<file path="config.mk">
export PLATFORM = sky130hd
export DESIGN_NAME = skwl_cmp
export DESIGN_NICKNAME = d
export VERILOG_FILES = /design/src/design/skwl_pkg.sv /design/src/design/skwl_cmp.sv
export SDC_FILE = /design/constraint.sdc
export NUM_CORES = 1
export LEC_CHECK = 0
export BUFFER_PORTS_ARGS = -buffer_cell sky130_fd_sc_hd__buf_2
export CELL_PAD_IN_SITES_DETAIL_PLACEMENT = 1
export CELL_PAD_IN_SITES_GLOBAL_PLACEMENT = 2
export CORE_MARGIN = 2
export CORE_UTILIZATION = 21
export DETAILED_ROUTE_END_ITERATION = 12
export PLACE_DENSITY = 0.89
export SLEW_MARGIN = 5
export SYNTH_ARGS = -nofsm -noshare
export SYNTH_HDL_FRONTEND = slang
export SYNTH_SLANG_ARGS = --single-unit
</file>
<file path="constraint.sdc">
create_clock -name vclk -period 4.28
set_clock_uncertainty 0.1 [all_clocks]
set_input_delay 0.214 -clock vclk [all_inputs]
set_output_delay 0.214 -clock vclk [all_outputs]
set_load 0.01 [all_outputs]
</file>
<file path="src/design/skwl_pkg.sv">
// shared types and constants for the sorted key window locator
// no dependencies; used by every module of the block but skwl_ram
package skwl_pkg;

  localparam int GROUP_DEPTH_DEF  = 1024;
  localparam int MAX_ELEMENTS_DEF = 65536;

  localparam int KEY_W     = 32;
  localparam int SIZE_W    = 17;
  localparam int CMD_W     = 2;
  localparam int WSTART_W  = 16;
  localparam int WSIZE_W   = 17;
  localparam int CFG_IDX_W = 2;

  // stream packing
  localparam int S_TDATA_W = 120;
  localparam int M_TDATA_W = 40;

  localparam int S_KEY_LSB   = 0;
  localparam int S_SIZE_LSB  = S_KEY_LSB + KEY_W;
  localparam int S_START_LSB = S_SIZE_LSB + SIZE_W;
  localparam int S_STOP_LSB  = S_START_LSB + KEY_W;

  localparam int M_WSTART_LSB = 0;
  localparam int M_WSIZE_LSB  = M_WSTART_LSB + WSTART_W;
  localparam int M_USED_W     = M_WSIZE_LSB + WSIZE_W;

  typedef enum logic [CMD_W-1:0] {
    CMD_CLEAR  = 2'd0,
    CMD_APPEND = 2'd1,
    CMD_QUERY  = 2'd2
  } cmd_t;

  typedef enum logic [CFG_IDX_W-1:0] {
    CFG_START_UNBOUNDED  = 2'd0,
    CFG_STOP_UNBOUNDED   = 2'd1,
    CFG_REQUIRE_COMPLETE = 2'd2
  } cfg_index_t;

  // operands and flags of the shared key comparator
  typedef struct packed {
    logic [KEY_W-1:0] a;
    logic [KEY_W-1:0] b;
  } cmp_req_t;

  typedef struct packed {
    logic lt;
    logic le;
  } cmp_res_t;

endpackage

</file>
<file path="src/design/skwl_cmp.sv">
// shared signed key comparator, reused by the append, check and walk steps of the sequencer
// depends on skwl_pkg
module skwl_cmp (
  input  skwl_pkg::cmp_req_t req,
  output skwl_pkg::cmp_res_t res
);

  logic signed [skwl_pkg::KEY_W-1:0] a;
  logic signed [skwl_pkg::KEY_W-1:0] b;

  assign a = $signed(req.a);
  assign b = $signed(req.b);

  always_comb begin
    res.lt = a < b;
    res.le = a <= b;
  end

endmodule

</file>
# [Word-level counts from Yosys, hierarchy flattened]
# Cells that the tools add are included.
[totals] reg_bits=0 in_bits=64 elab_cells=2 output_inout_bits=2
[op_classes] magnitude_cmp=2
[ops] cell="less-or-equal comparator 32 bit" count=1
[ops] cell="less-than comparator 32 bit" count=1

# [Depth between registers and ports, before layout]
[logic_depth] depth_word=1 depth_mapped=8 mapped_depth_nobuf=8

# [Worst setup path before layout]
# No wires, ideal clock.
[synth_timing] path_kind="input port to output port" from="in req[18] (netlist bit)" to="out res[0] (netlist bit)" stages=8 setup_slack_ns=1.708 required_time_ns=3.966 t_arrival_ns=2.258 n_path_buf=0 cell_sequence="inv_1 > ha_1 > a21o_1 > a221o_1 > a221o_1 > a2111o_1 > a21oi_2 > mux2_1"
[synth_rtl] item="from (decl)" line_no="skwl_cmp.sv:4" text="input skwl_pkg::cmp_req_t req,"
[synth_rtl] item="to (decl)" line_no="skwl_cmp.sv:5" text="output skwl_pkg::cmp_res_t res"

==> results by group <==
STA
  • Period minus WS final: 2810 ps
  • Pins Over Slew Limit: 0
  • Final Setup Violations: 0
  • Worst-Margin Slew: 388 ps
  • Max frequency: 356 MHz
  • Crit share post-route: 65.6%
  • Final Hold Viols: 0
  • Setup TNS: 0 ps
  • Worst rel slew slack: 73.9%
  • RSZ-0062 raised after global routing: false

Power
  • Switch share: 45.6%
  • NetSw: 0.0472 mW
  • Seq pwr share: 0%
  • Clock share of power: 0%
  • Power Density: 85.5 nW/um2
  • Logic pwr share: 100.0%
  • Cell-internal power: 0.0564 mW
  • Maximum VDD drop: 0.0263 mV
  • Pleak: 0.804 nW
  • Pwr Total: 0.104 mW

Finish
  • Layout cell share with drive strength beyond 1: 37.4%
  • Most frequent cells in the layout: 66 x buf_2, 33 x inv_1, 32 x ha_1, 11 x a21oi_1, 6 x nand2_1
  • Finished Core Util: 32.6%
  • Non-filler instance count after layout: 227
  • Seq cells: 0
  • Commonest non-fill, non-tap cell in the layout: buf_2
  • Synthesis-to-layout area growth: 47.6%
  • Reg area: 0 um2
  • # diodes: 0
  • Final nets: 277
  • Final instance area: 1210 um2
  • # clk buffers: 0

Floorplan
  • Core Area: 3720 um2
  • Die Ht: 66.5 um
  • # rows: 22
  • Die ar.: 4420 um2
  • Die W: 66.5 um
  • Initial Utilization: 22.1%
  • Ports: 66

Clock network
  • CTS-repair resized insts: 0
  • Hold Buf Count CTS: 0
  • Setup Buffers After CTS: 0

Yosys
  • Largest cells by area after synthesis: ha_1 49%, inv_1 15%, a21oi_1 6.7%, nand4_1 3.8%, a221o_1 3.7%
  • Cells after synthesis: 113
  • Share of the synthesized area in the top cell type: 48.8%
  • Syn nets: 209
  • Post-Synthesis Cell Area: 821 um2
  • Synth warn: 0
  • Syn Area/Cell: 7.26 um2
  • Area leader, netlist: ha_1
  • Post-synthesis sequential area ratio: 0%
  • Yosys cell types: 19

Worst setup path
  • Worst endpoint required time: 3970 ps
  • Arr. time, crit path: 2500 ps
  • Slowest stage cell on the critical path: a2111o_1
  • CP Cell Sequence: buf_2, inv_1, ha_1, a21o_1, a221o_1, a221o_1, a2111o_1, a21oi_2, mux2_1, buf_2
  • Setup crit end kind: output port
  • Critical path's largest stage delay: 420 ps
  • Max FO, Critical Path: 2
  • Worst setup path class: in -> out
  • CP Launch Type: input port

Detailed routing
  • Routed wire per std cell: 9.56 um
  • DRT iter0 DRCs: 2
  • Pre-antenna DRT Iters: 4
  • Antenna viol nets, final: 0
  • Via count: 988
  • DRC errors left: 0
  • Detailed Route WL: 2170 um
  • Via density: 4.35

Place
  • Placer's final routability congestion estimate: 0.664
  • Post-Place Cell Area: 1210 um2
  • Port buffer count: 66
  • Placed Instances: 227
  • DP Wirelength: 2150 um

GRT
  • Total global-route track usage: 9.13%
  • Vias in the first global route: 878
  • Global-route wire length before repair: 3340 um
  • Global route total overflow: 0
  • Pin count of the biggest net entering global routing: 6
  • Initial antenna violation count: 0

Worst hold path
  • Min-delay worst type: in -> out
  • Hold Crit Start: req[63]
  • Hold depth: 4
  • Hold EP: res[1]

Outcome
  • Status: finished clean

Run
  • Count of maximum capacitance violations: 0
[stage by stage]
step | hold WS (ps) | setup slack, ps
floorplan | 607 | 1710
global placement | 820 | 1480
detailed placement | 832 | 1460
CTS | 832 | 1460
global route | 892 | 1380
finish | 819 | 1470
[cell type report]
class,instances,area (um2)
inverters,33,124
multi-input cells,80,697
fillers,497,2500
well taps,48,60.1
repair buffers,66,330
[worst max-delay path, delay by kind of cell]
kind / cells / cell delay [ps]
buffers and inverters: 3 / 240
multiplexers: 1 / 330
AO/OA/AOI/OAI: 5 / 1410
adder cells (fa/ha/maj): 1 / 290
[power by group through the flow]
stage / Combinational (mW) / Sequential [mW] / Clock (mW)
3_3_place_gp: 0.104 / 0 / 0
3_5_place_dp: 0.106 / 0 / 0
6_report: 0.104 / 0 / 0
5_1_grt: 0.121 / 0 / 0
2_1_floorplan: 0.0591 / 0 / 0
4_1_cts: 0.107 / 0 / 0
[how the worst max path moves through the flow]
stage                        from     end  slack, ps
after floorplan           req[18]  res[0]       1710
after global placement    req[18]  res[0]       1480
after detailed placement  req[18]  res[0]       1460
after CTS                 req[18]  res[0]       1460
after global routing      req[18]  res[0]       1380
final                     req[18]  res[0]       1470
[cell usage after synthesis]
library cell / instances
o21ai_0: 3
and4_1: 2
a21oi_1: 11
xnor2_1: 1
nand4_1: 5
nand2_1: 6
mux2_1: 1
nand3_1: 4
ha_1: 32
a211o_1: 1
and3_1: 1
a21o_1: 4
a221o_1: 3
nor4_1: 1
inv_1: 33
nor2b_1: 1
a21oi_2: 1
nor2_1: 2
a2111o_1: 1
[logic make-up after synthesis]
| family | count (synthesis) | share of synthesized area, % |
|---|---|---|
| AOI/OAI and AO/OA | 24 | 19.4 |
| buffers and inverters | 33 | 15.1 |
| adders and majority gates | 32 | 48.8 |
| muxes | 1 | 1.37 |
| xor gates and xnor gates | 1 | 1.07 |
| and+or+nand+nor | 22 | 14.3 |
[layer usage]
layer,track usage (%),routed length [um],vias up
met5,0,0,-
met3,0,143,0
met2,17.5,1100,28
met4,0,0,0
met1,12.1,929,434
li1,-,-,526
Power figures use the tool's default switching activity.
