[config.mk]
export PLATFORM = sky130hd
export DESIGN_NAME = skwl_seq
export DESIGN_NICKNAME = d
export VERILOG_FILES = /design/src/design/skwl_pkg.sv /design/src/design/skwl_seq.sv
export SDC_FILE = /design/constraint.sdc
export NUM_CORES = 1
export LEC_CHECK = 0
export ABC_CLOCK_PERIOD_IN_PS = 5550
export BUFFER_PORTS_ARGS = -buffer_cell sky130_fd_sc_hd__buf_2
export CORE_MARGIN = 1.5
export CORE_UTILIZATION = 49
export DETAILED_ROUTE_END_ITERATION = 10
export GPL_TIMING_DRIVEN = 0
export MAX_ROUTING_LAYER = met4
export PLACE_DENSITY_LB_ADDON = 0.05
export SETUP_SLACK_MARGIN = 0.3
export SLEW_MARGIN = 20
export SYNTH_ARGS = -nofsm -noshare
export SYNTH_HDL_FRONTEND = slang
export SYNTH_SLANG_ARGS = --single-unit
[constraint.sdc]
create_clock -name clk -period 5.55 [get_ports clk]
set_input_delay 0.8325 -clock clk [delete_from_list [all_inputs] [get_ports clk]]
set_output_delay 0.8325 -clock clk [all_outputs]
set_load 0.05 [all_outputs]
[src/design/skwl_pkg.sv]
// shared types and constants for the sorted key window locator
// no dependencies; used by every module of the block but skwl_ram
package skwl_pkg;

  localparam int GROUP_DEPTH_DEF  = 1024;
  localparam int MAX_ELEMENTS_DEF = 65536;

  localparam int KEY_W     = 32;
  localparam int SIZE_W    = 17;
  localparam int CMD_W     = 2;
  localparam int WSTART_W  = 16;
  localparam int WSIZE_W   = 17;
  localparam int CFG_IDX_W = 2;

  // stream packing
  localparam int S_TDATA_W = 120;
  localparam int M_TDATA_W = 40;

  localparam int S_KEY_LSB   = 0;
  localparam int S_SIZE_LSB  = S_KEY_LSB + KEY_W;
  localparam int S_START_LSB = S_SIZE_LSB + SIZE_W;
  localparam int S_STOP_LSB  = S_START_LSB + KEY_W;

  localparam int M_WSTART_LSB = 0;
  localparam int M_WSIZE_LSB  = M_WSTART_LSB + WSTART_W;
  localparam int M_USED_W     = M_WSIZE_LSB + WSIZE_W;

  typedef enum logic [CMD_W-1:0] {
    CMD_CLEAR  = 2'd0,
    CMD_APPEND = 2'd1,
    CMD_QUERY  = 2'd2
  } cmd_t;

  typedef enum logic [CFG_IDX_W-1:0] {
    CFG_START_UNBOUNDED  = 2'd0,
    CFG_STOP_UNBOUNDED   = 2'd1,
    CFG_REQUIRE_COMPLETE = 2'd2
  } cfg_index_t;

  // operands and flags of the shared key comparator
  typedef struct packed {
    logic [KEY_W-1:0] a;
    logic [KEY_W-1:0] b;
  } cmp_req_t;

  typedef struct packed {
    logic lt;
    logic le;
  } cmp_res_t;

endpackage

[src/design/skwl_seq.sv]
// sequencer: table append, completeness check, forward pointer walks, window lookup
// depends on skwl_pkg; drives the key and position rams and the shared comparator
module skwl_seq #(
  parameter int GROUP_DEPTH  = skwl_pkg::GROUP_DEPTH_DEF,
  parameter int MAX_ELEMENTS = skwl_pkg::MAX_ELEMENTS_DEF
) (
  input  logic                            clk,
  input  logic                            rst,
  input  logic                            req_valid,
  output logic                            req_ready,
  input  logic [skwl_pkg::CMD_W-1:0]      cmd,
  input  logic [skwl_pkg::KEY_W-1:0]      key,
  input  logic [skwl_pkg::SIZE_W-1:0]     group_size,
  input  logic [skwl_pkg::KEY_W-1:0]      range_start,
  input  logic [skwl_pkg::KEY_W-1:0]      range_stop,
  input  logic                            lo_open,
  input  logic                            hi_open,
  input  logic                            require_complete,
  output skwl_pkg::cmp_req_t              cmp_req,
  input  skwl_pkg::cmp_res_t              cmp_res,
  output logic                            tbl_we,
  output logic [$clog2(GROUP_DEPTH)-1:0]  tbl_waddr,
  output logic [$clog2(GROUP_DEPTH)-1:0]  tbl_raddr,
  output logic [skwl_pkg::KEY_W-1:0]      key_wdata,
  input  logic [skwl_pkg::KEY_W-1:0]      key_rdata,
  output logic [2*$clog2(MAX_ELEMENTS)-1:0] pos_wdata,
  input  logic [2*$clog2(MAX_ELEMENTS)-1:0] pos_rdata,
  output logic                            res_valid,
  input  logic                            res_ready,
  output logic [skwl_pkg::WSTART_W-1:0]   win_base,
  output logic [skwl_pkg::WSIZE_W-1:0]    win_count,
  output logic                            skipped
);

  localparam int AW = $clog2(GROUP_DEPTH);
  localparam int CW = $clog2(GROUP_DEPTH + 1);
  localparam int TW = $clog2(MAX_ELEMENTS + 1);
  localparam int PW = $clog2(MAX_ELEMENTS);
  localparam int SW = ((TW > skwl_pkg::SIZE_W) ? TW : skwl_pkg::SIZE_W) + 1;

  typedef enum logic [13:0] {
    ST_IDLE   = 14'b00000000000001,
    ST_APPEND = 14'b00000000000010,
    ST_CHK_LO = 14'b00000000000100,
    ST_CHK_HI = 14'b00000000001000,
    ST_FIRST  = 14'b00000000010000,
    ST_S_RD   = 14'b00000000100000,
    ST_S_CMP  = 14'b00000001000000,
    ST_LAST   = 14'b00000010000000,
    ST_T_RD   = 14'b00000100000000,
    ST_T_CMP  = 14'b00001000000000,
    ST_WIN    = 14'b00010000000000,
    ST_P_RD_L = 14'b00100000000000,
    ST_P_FIN  = 14'b01000000000000,
    ST_RESULT = 14'b10000000000000
  } state_t;

  state_t state, state_next;

  logic [CW-1:0] group_count, group_count_next;
  logic [TW-1:0] element_total, element_total_next;
  logic [CW-1:0] start_ptr, start_ptr_next;
  logic [CW-1:0] stop_ptr, stop_ptr_next;
  logic [CW-1:0] first_idx, first_idx_next;
  logic [CW-1:0] last_idx1, last_idx1_next;  // last group index plus one, zero for none

  logic [skwl_pkg::KEY_W-1:0]  first_key, first_key_next;
  logic [skwl_pkg::KEY_W-1:0]  last_key, last_key_next;
  logic [skwl_pkg::KEY_W-1:0]  key_q, key_q_next;
  logic [skwl_pkg::SIZE_W-1:0] size_q, size_q_next;
  logic [skwl_pkg::KEY_W-1:0]  lo_q, lo_q_next;
  logic [skwl_pkg::KEY_W-1:0]  hi_q, hi_q_next;
  logic [PW-1:0]               ws_pos, ws_pos_next;

  logic [skwl_pkg::WSTART_W-1:0] res_start, res_start_next;
  logic [skwl_pkg::WSIZE_W-1:0]  res_size, res_size_next;
  logic                          res_skip, res_skip_next;

  logic [SW-1:0] sum;
  logic [SW-1:0] sum_m1;
  logic          drop;
  logic [CW-1:0] start_ptr_inc;
  logic [CW-1:0] stop_ptr_inc;
  logic [CW-1:0] last_idx;
  logic [PW-1:0] end_pos;
  logic [PW:0]   win_len;
  logic [PW+skwl_pkg::WSTART_W-1:0] ws_ext;
  logic [PW+skwl_pkg::WSIZE_W:0]    wn_ext;

  assign sum = SW'(element_total) + SW'(size_q);
  assign sum_m1 = sum - SW'(1);
  assign start_ptr_inc = start_ptr + CW'(1);
  assign stop_ptr_inc = stop_ptr + CW'(1);
  assign last_idx = last_idx1 - CW'(1);
  assign end_pos = pos_rdata[2*PW-1:PW];
  assign win_len = {1'b0, end_pos} - {1'b0, ws_pos} + (PW+1)'(1);
  assign ws_ext = {{skwl_pkg::WSTART_W{1'b0}}, ws_pos};
  assign wn_ext = {{skwl_pkg::WSIZE_W{1'b0}}, win_len};

  // drop rules of an append, key order uses the comparator result
  assign drop = (group_count == CW'(GROUP_DEPTH)) || (size_q == '0) ||
                (sum > SW'(MAX_ELEMENTS)) ||
                ((group_count != '0) && !cmp_res.lt);

  assign req_ready = (state == ST_IDLE);
  assign res_valid = (state == ST_RESULT);
  assign win_base = res_start;
  assign win_count = res_size;
  assign skipped = res_skip;

  assign tbl_waddr = group_count[AW-1:0];
  assign key_wdata = key_q;
  assign pos_wdata = {sum_m1[PW-1:0], element_total[PW-1:0]};

  always_comb begin
    state_next = state;
    group_count_next = group_count;
    element_total_next = element_total;
    start_ptr_next = start_ptr;
    stop_ptr_next = stop_ptr;
    first_idx_next = first_idx;
    last_idx1_next = last_idx1;
    first_key_next = first_key;
    last_key_next = last_key;
    key_q_next = key_q;
    size_q_next = size_q;
    lo_q_next = lo_q;
    hi_q_next = hi_q;
    ws_pos_next = ws_pos;
    res_start_next = res_start;
    res_size_next = res_size;
    res_skip_next = res_skip;
    tbl_we = 1'b0;
    tbl_raddr = start_ptr[AW-1:0];
    cmp_req.a = key_rdata;
    cmp_req.b = lo_q;

    unique case (state)
      ST_IDLE: begin
        if (req_valid) begin
          key_q_next = key;
          size_q_next = group_size;
          lo_q_next = range_start;
          hi_q_next = range_stop;
          unique case (cmd)
            skwl_pkg::CMD_CLEAR: begin
              group_count_next = '0;
              element_total_next = '0;
              start_ptr_next = '0;
              stop_ptr_next = '0;
            end
            skwl_pkg::CMD_APPEND: state_next = ST_APPEND;
            skwl_pkg::CMD_QUERY:  state_next = ST_CHK_LO;
            default: state_next = ST_IDLE;
          endcase
        end
      end

      ST_APPEND: begin
        cmp_req.a = last_key;
        cmp_req.b = key_q;
        if (!drop) begin
          tbl_we = 1'b1;
          group_count_next = group_count + CW'(1);
          element_total_next = sum[TW-1:0];
          last_key_next = key_q;
          if (group_count == '0) begin
            first_key_next = key_q;
          end
        end
        state_next = ST_IDLE;
      end

      ST_CHK_LO: begin
        cmp_req.a = lo_q;
        cmp_req.b = first_key;
        if (require_complete && (group_count != '0) && !lo_open && cmp_res.lt) begin
          res_start_next = '0;
          res_size_next = '0;
          res_skip_next = 1'b1;
          state_next = ST_RESULT;
        end else begin
          state_next = ST_CHK_HI;
        end
      end

      ST_CHK_HI: begin
        cmp_req.a = last_key;
        cmp_req.b = hi_q;
        if (require_complete && (group_count != '0) && !hi_open && cmp_res.lt) begin
          res_start_next = '0;
          res_size_next = '0;
          res_skip_next = 1'b1;
          state_next = ST_RESULT;
        end else begin
          state_next = ST_FIRST;
        end
      end

      ST_FIRST: begin
        if (lo_open) begin
          first_idx_next = '0;
          state_next = ST_LAST;
        end else if (start_ptr >= group_count) begin
          first_idx_next = group_count;
          state_next = ST_LAST;
        end else begin
          state_next = ST_S_RD;
        end
      end

      ST_S_RD: begin
        tbl_raddr = start_ptr[AW-1:0];
        state_next = ST_S_CMP;
      end

      // start pointer passes keys below the range start
      ST_S_CMP: begin
        cmp_req.a = key_rdata;
        cmp_req.b = lo_q;
        if (cmp_res.lt) begin
          start_ptr_next = start_ptr_inc;
          if (start_ptr_inc >= group_count) begin
            first_idx_next = group_count;
            state_next = ST_LAST;
          end else begin
            state_next = ST_S_RD;
          end
        end else begin
          first_idx_next = start_ptr;
          state_next = ST_LAST;
        end
      end

      ST_LAST: begin
        if (hi_open || (stop_ptr >= group_count)) begin
          last_idx1_next = group_count;
          state_next = ST_WIN;
        end else begin
          state_next = ST_T_RD;
        end
      end

      ST_T_RD: begin
        tbl_raddr = stop_ptr[AW-1:0];
        state_next = ST_T_CMP;
      end

      // stop pointer passes keys at or below the range stop
      ST_T_CMP: begin
        cmp_req.a = key_rdata;
        cmp_req.b = hi_q;
        if (cmp_res.le) begin
          stop_ptr_next = stop_ptr_inc;
          if (stop_ptr_inc >= group_count) begin
            last_idx1_next = group_count;
            state_next = ST_WIN;
          end else begin
            state_next = ST_T_RD;
          end
        end else begin
          last_idx1_next = stop_ptr;
          state_next = ST_WIN;
        end
      end

      ST_WIN: begin
        tbl_raddr = first_idx[AW-1:0];
        if (last_idx1 > first_idx) begin
          state_next = ST_P_RD_L;
        end else begin
          res_start_next = '0;
          res_size_next = '0;
          res_skip_next = 1'b0;
          state_next = ST_RESULT;
        end
      end

      ST_P_RD_L: begin
        ws_pos_next = pos_rdata[PW-1:0];
        tbl_raddr = last_idx[AW-1:0];
        state_next = ST_P_FIN;
      end

      ST_P_FIN: begin
        res_start_next = ws_ext[skwl_pkg::WSTART_W-1:0];
        res_size_next = wn_ext[skwl_pkg::WSIZE_W-1:0];
        res_skip_next = 1'b0;
        state_next = ST_RESULT;
      end

      ST_RESULT: begin
        if (res_ready) begin
          state_next = ST_IDLE;
        end
      end

      default: state_next = ST_IDLE;
    endcase
  end

  always_ff @(posedge clk) begin
    if (rst) begin
      state <= ST_IDLE;
      group_count <= '0;
      element_total <= '0;
      start_ptr <= '0;
      stop_ptr <= '0;
    end else begin
      state <= state_next;
      group_count <= group_count_next;
      element_total <= element_total_next;
      start_ptr <= start_ptr_next;
      stop_ptr <= stop_ptr_next;
    end
  end

  always_ff @(posedge clk) begin
    first_idx <= first_idx_next;
    last_idx1 <= last_idx1_next;
    first_key <= first_key_next;
    last_key <= last_key_next;
    key_q <= key_q_next;
    size_q <= size_q_next;
    lo_q <= lo_q_next;
    hi_q <= hi_q_next;
    ws_pos <= ws_pos_next;
    res_start <= res_start_next;
    res_size <= res_size_next;
    res_skip <= res_skip_next;
  end

endmodule

== Word level (Yosys, flattened, before mapping) ==
Cells that the tools add are included.

* Register bits: 313
* Input bits: 188
* Output and inout bits: 185
* Word-level logic and storage cells: 147

* Add/subtract/negate cells: 8
* $lt $le $gt $ge: 6
* Eq/ne operators: 31
* Mux-type cells: 51
* Bitwise logic cells: 1
* Reduce and logical (&&, ||, !) cells: 33

{| class="wikitable"
|+ Operators by type and width
! operator !! number
|-
| 64-bit case mux with 4 select lines || 1
|-
| 14-bit case mux with 13 select lines || 1
|-
| 11-bit two-way mux || 14
|-
| 11-bit case mux with 2 select lines || 5
|-
| 17-bit two-way mux || 6
|-
| 14-bit two-way mux || 7
|-
| 17-bit case mux with 4 select lines || 1
|-
| 16-bit case mux with 4 select lines || 1
|-
| 16-bit two-way mux || 3
|-
| 11-bit greater-or-equal comparator || 4
|-
| 14-bit case mux with 3 select lines || 1
|-
| 17-bit case mux with 2 select lines || 1
|-
| 11-bit by 1-bit adder with 11-bit output, second input constant || 3
|-
| 10-bit case mux with 3 select lines || 1
|-
| 8-bit two-way mux || 3
|-
| 17-bit by 17-bit adder with 18-bit output || 1
|-
| 18-bit by 17-bit greater-than comparator with 1-bit output, second input constant || 1
|-
| 2-bit inequality test, second input constant || 9
|-
| 17-bit by 1-bit adder with 17-bit output, second input constant || 1
|-
| 17-bit logical NOT || 1
|-
| 16-bit by 16-bit subtractor with 17-bit output || 1
|-
| 4-bit AND reduction || 4
|-
| 16-bit by 1-bit subtractor with 16-bit output, second input constant || 1
|-
| 14-bit by 1-bit equality test with 1-bit output, second input constant || 1
|-
| other kinds (33) || 58
|}

== Logic depth before layout (Yosys ltp) ==
* Depth in word-level cells: 6
* Gate-level depth with buffers: 16
* Mapped depth without buffers: 16

== Worst setup path before layout ==
Ideal clock, no wire load.

* Kind: register to register
* Start: register state[7]
* End: register stop_ptr[10]
* Library setup time: 0.128 ns
* Arrival time: 5.415 ns
* Required time: 5.422 ns
* Slack: 0.008 ns
* Cell stages (with the launch flop): 9
* Buffers on the path: 0
* Period minus slack after synthesis: 5.542 ns
* Cell sequence: dfxtp_1 nor4_2 nand3_1 or3_1 nor3b_2 and2_1 a21oi_1 a22oi_1 nor2_1

* Word-level cells in the longest chain between the ends: 3
* Elaborated cells between the ends (all ways): 8
* Those cells by class: eq/ne (5); mux (1); reduce/logical (2)

{| class="wikitable"
|+ RTL lines
! what !! RTL line !! RTL
|-
| start, declared || skwl_seq.sv:58 || <nowiki>state_t state, state_next;</nowiki>
|-
| start signal, assigned || skwl_seq.sv:310 || <nowiki>state <= state_next;</nowiki>
|-
| 14-bit by 1-bit equality test with 1-bit output * || -- ||
|-
| via req_ready || skwl_seq.sv:10 || <nowiki>output logic req_ready,</nowiki>
|-
| 2-bit by 1-bit inequality test with 1-bit output (no source line) (tied with other cells) || -- ||
|-
| 4-bit AND reduction (no source line) || -- ||
|-
| end signal, assigned || skwl_seq.sv:314 || <nowiki>stop_ptr <= stop_ptr_next;</nowiki>
|-
| end, declared || skwl_seq.sv:63 || <nowiki>logic [CW-1:0] stop_ptr, stop_ptr_next;</nowiki>
|}

The timed path passes the listed nets; every way through them passes the cells marked *.
A chain may end at the register's enable or synchronous reset.

== Final worst setup path ==
* Start: register size_q[0] in the netlist's numbering
* End: output port tbl_we

* Word-level cells in the longest chain between the ends: 6
* Elaborated cells between the ends (all ways): 8
* Those cells by class: add/sub (1); order compare (1); mux (2); reduce/logical (4)

{| class="wikitable"
|+ RTL lines
! what !! RTL line !! RTL
|-
| start, declared || skwl_seq.sv:70 || <nowiki>logic [skwl_pkg::SIZE_W-1:0] size_q, size_q_next;</nowiki>
|-
| start signal, assigned || skwl_seq.sv:324 || <nowiki>size_q <= size_q_next;</nowiki>
|-
| 17-bit by 17-bit adder with 18-bit output / 17-bit logical NOT (equally long branches) || skwl_seq.sv:90, skwl_seq.sv:101 ||
|-
| 18-bit by 17-bit greater-than comparator with 1-bit output / 1-bit logical OR (equally long branches) || skwl_seq.sv:102, skwl_seq.sv:101 ||
|-
| 1-bit logical OR * || skwl_seq.sv:101 || <nowiki>assign drop = (group_count == CW'(GROUP_DEPTH)) || (size_q == '0) ||</nowiki>
|-
| 1-bit logical OR * || skwl_seq.sv:102 || <nowiki>(sum > SW'(MAX_ELEMENTS)) ||</nowiki>
|-
| 1-bit two-way mux * || skwl_seq.sv:162 || <nowiki>if (!drop) begin</nowiki>
|-
| 1-bit two-way mux * || skwl_seq.sv:138 || <nowiki>unique case (state)</nowiki>
|-
| end, declared || skwl_seq.sv:21 || <nowiki>output logic tbl_we,</nowiki>
|}

Every way passes the cells marked *; elsewhere a longest branch is shown, timed or not.

==> flow_metrics.env <==
export IMPL_synth_distinct_cells=80
export IMPL_final_antenna_net_count=0
export IMPL_ys_seq_area_share_pct=53.9
export IMPL_rows=66
export IMPL_p_comb_share_pct=11.6
export IMPL_synthTopCellsByArea="edfxtp_1 46%, ha_1 8.7%, dfxtp_1 7.9%, nand2_1 3.5%, a21oi_1 3.4%"
export IMPL_critical_path_top_delay_family="compound AO/OA/AOI/OAI gates"
export IMPL_synth_flop_cell="edfxtp_1"
export IMPL_wl_per_cell_um=20.6
export IMPL_cp_num_buf_inv=3
export IMPL_period_needed_ps=5110
export IMPL_slowest_stage="edfxtp_1"
export IMPL_first_global_vias=12700
export IMPL_hold_buffers=0
export IMPL_yosysTopAreaCell="edfxtp_1"
export IMPL_fin_cells=2385
export IMPL_powerDensity_nw_per_um2=281
export IMPL_utilization_pct=61.5
export IMPL_critPathArrivalTime_ps=4280
export IMPL_track_usage_pct=29.1
export IMPL_power_internal_uw=4150
export IMPL_setup_tns_ps=0
export IMPL_dieArea_um2=34300
export IMPL_grt_overflow_total=0
export IMPL_swShare_pct=26.4
export IMPL_netlist_area_um2=16300
export IMPL_wl_mm=49.2
export IMPL_fin_ws_ps=437
export IMPL_syn_nets=1793
export IMPL_cts_sinks=313
export IMPL_postSynthCellCount=1490
export IMPL_synthToLayoutAreaGrowth_pct=23.4
export IMPL_fp_coreArea_um2=32600
export IMPL_path_cells="ha_1 -> fa_1 -> a211oi_2 -> nor2_1 -> o31a_1 -> a221oi_2 -> xnor2_1 -> nor4_4 -> a21boi_2 -> nor2_4 -> buf_16 -> buf_16 -> clkbuf_4"
export IMPL_pin_count=373
export IMPL_clkPwrFrac_pct=41.1
export IMPL_cts_tree="yes"
export IMPL_insertion_delay_ps=520
export IMPL_drc=0
export IMPL_drt_iter0_markers=1119
export IMPL_drv_slew=0
export IMPL_cts_max_level=2
export IMPL_critPathMaxStageDelay_ps=460
export IMPL_synth_seq_cells=313
export IMPL_avgViaCountPerCell=5.59
export IMPL_fin_skew_ps=11.7
export IMPL_nets=2211
export IMPL_drive_above_1_share_pct=25.6
export IMPL_critPathLaunchType="flip-flop"
export IMPL_p_leak_uw=0.00843
export IMPL_die_y_um=185
export IMPL_cap_viol_max_count=0
export IMPL_finalSetupViolations=0
export IMPL_synth_edf_count=249
export IMPL_yosys_warnings=0
export IMPL_holdWs_ps=476
export IMPL_status="finished clean"
export IMPL_start_util_pct=49.9
export IMPL_globalplace_congestion=0.929
export IMPL_cp_end_kind="output pin"
export IMPL_grt_pass1_wl_mm=73.0
export IMPL_critPathMostFrequentCell="buf_16"
export IMPL_finalCritPeriodShare_pct=92.1
export IMPL_async_reset_ff_share_pct=0
export IMPL_dpl_cell_count=2310
export IMPL_crit_fanout=18
export IMPL_synth_xor_xnor_area_share_pct=3.39
export IMPL_synth_avg_cell_area_um2=10.9
export IMPL_irDropWorstVdd_mv=0.223
export IMPL_slew_headroom_pct=38.4
export IMPL_synth_top_area_share_pct=46.0
export IMPL_worst_pin_slew_ps=918
export IMPL_antenna_found_initial=10
export IMPL_cp_required_ps=4720
export IMPL_holdCritPathClass="reg -> reg"
export IMPL_muxShareOfSynthArea_pct=0
export IMPL_port_buffers=371
export IMPL_die_w_um=185
export IMPL_pre_cts_slack_ps=410
export IMPL_max_freq_ghz=0.196
export IMPL_synth_simple_gate_area_share_pct=14.8
export IMPL_synth_top_family_by_area="simple AND/OR/NAND/NOR gates"
export IMPL_worstSetupPathType="reg -> out"
export IMPL_grt_max_degree=58
export IMPL_clk_pin_slew_ps=60
export IMPL_rsz0062_at_grt="no"
export IMPL_clock_path_buffers=3
export IMPL_num_vias=13300
export IMPL_numCtsBuffers=36
export IMPL_hpwl_mm=37.5
export IMPL_hold_viol=0
export IMPL_synth_adder_area_share_pct=8.94
export IMPL_seq_power_share_pct=47.3
export IMPL_cts_root_buf="clkbuf_16"
export IMPL_first_pass_iters=5
export IMPL_p_switching_uw=1490
export IMPL_synth_compound_area_share_pct=14.7
==> registers in the layout, summed over array words and instances (netlist names), 11 cells and up <==
name,count
start_ptr,11
stop_ptr,11
hi_q,32
size_q,17
element_total,17
last_idx1,11
win_base,16
state,14
first_idx,11
first_key,32
key_wdata,32
lo_q,32
ws_pos,16
last_key,32
win_count,17
group_count,11
==> timing repair <==
action                     CTS  global route
buffers inserted             2             0
pin swaps                    2             1
gates resized for setup      2             5
setup endpoints to repair    9             3
==> placed cells by master, fill, tap and decap left out, types with 9 or more instances in the layout <==
cell / count
and2_1: 13
diode_2: 10
a21oi_1: 110
clkbuf_16: 36
and3_1: 24
xnor2_1: 23
a222oi_1: 32
a22o_1: 11
a21o_1: 19
dfxtp_1: 64
clkinv_1: 9
clkbuf_1: 61
inv_1: 62
o21ai_0: 55
buf_4: 28
nor4_1: 9
nand3_1: 48
nor3b_1: 10
a22oi_1: 44
nor3_1: 21
o21a_1: 13
nor2b_1: 17
nand2_1: 152
nor2_1: 144
buf_2: 375
ha_1: 113
xor2_1: 37
edfxtp_1: 249
==> logic make-up (layout without fill, tap and decap cells) <==
group / count (synthesis) / in the layout
DFF: 313 / 313
adders and majority gates: 115 / 115
xor gates and xnor gates: 62 / 62
AOI/OAI and AO/OA: 350 / 350
other: 0 / 10
buffers and inverters: 152 / 595
and+or+nand+nor: 498 / 498
==> layout make-up <==
class,count,area (µm²)
well taps,442,553
clock inverters,20,198
multi-input cells,1025,6880
plain buffers,89,453
flip-flops and latches,313,8760
clock buffers,43,937
fillers,2823,12500
repair buffers,380,2030
inverters,63,236
diodes,10,25.0
==> layer usage <==
metal  share of wire (%)  track usage (%)
met5                   0                -
met4                 2.9             9.14
met3                 6.9             4.72
met2                  47             46.3
met1                  43             38.1
==> power by group through the flow <==
stage                     combinational, µW  clock [µW]  sequential (µW)
after floorplan                         369           0             2760
after global placement                  635           0             2720
after detailed placement                650           0             2720
after CTS                               654        2350             2670
after global routing                    695        2440             2680
final                                   654        2320             2670
==> metrics by stage <==
step                cell area, µm²  total power, µW
detailed placement           18900             3370
global route                 20100             5810
finish                       20100             5640
floorplan                    16300             3130
CTS                          20000             5670
global placement             18700             3360
==> cell usage after synthesis, drive strengths merged, types with 34 or more instances <==
| cell type | instances |
|---|---|
| ha | 113 |
| edfxtp | 249 |
| dfxtp | 64 |
| clkbuf | 55 |
| o21ai | 59 |
| inv | 62 |
| a22oi | 44 |
| nand2 | 152 |
| buf | 34 |
| a21oi | 112 |
| nor2 | 146 |
| xor2 | 39 |
| nand3 | 48 |
==> path summary, 6_finish.rpt <==
check | slack (ps) | from | cells past startpoint | to
setup / recovery | 440 | size_q[0]$_DFFE_PP_ | 13 | tbl_we
hold / removal | 480 | element_total[6]$_SDFFE_PP0P_ | 2 | element_total[6]$_SDFFE_PP0P_
setup reg to reg | 1360 | size_q[0]$_DFFE_PP_ | 12 | first_key[15]$_DFFE_PP_
hold reg to reg | 480 | element_total[6]$_SDFFE_PP0P_ | 2 | element_total[6]$_SDFFE_PP0P_
==> worst min-delay path: cells and delay by family, from the launching register on <==
family,cells,cell delay (ps)
compound gates,1,50
flops,1,320
simple gates,1,60
Power figures use the tool's default switching activity.
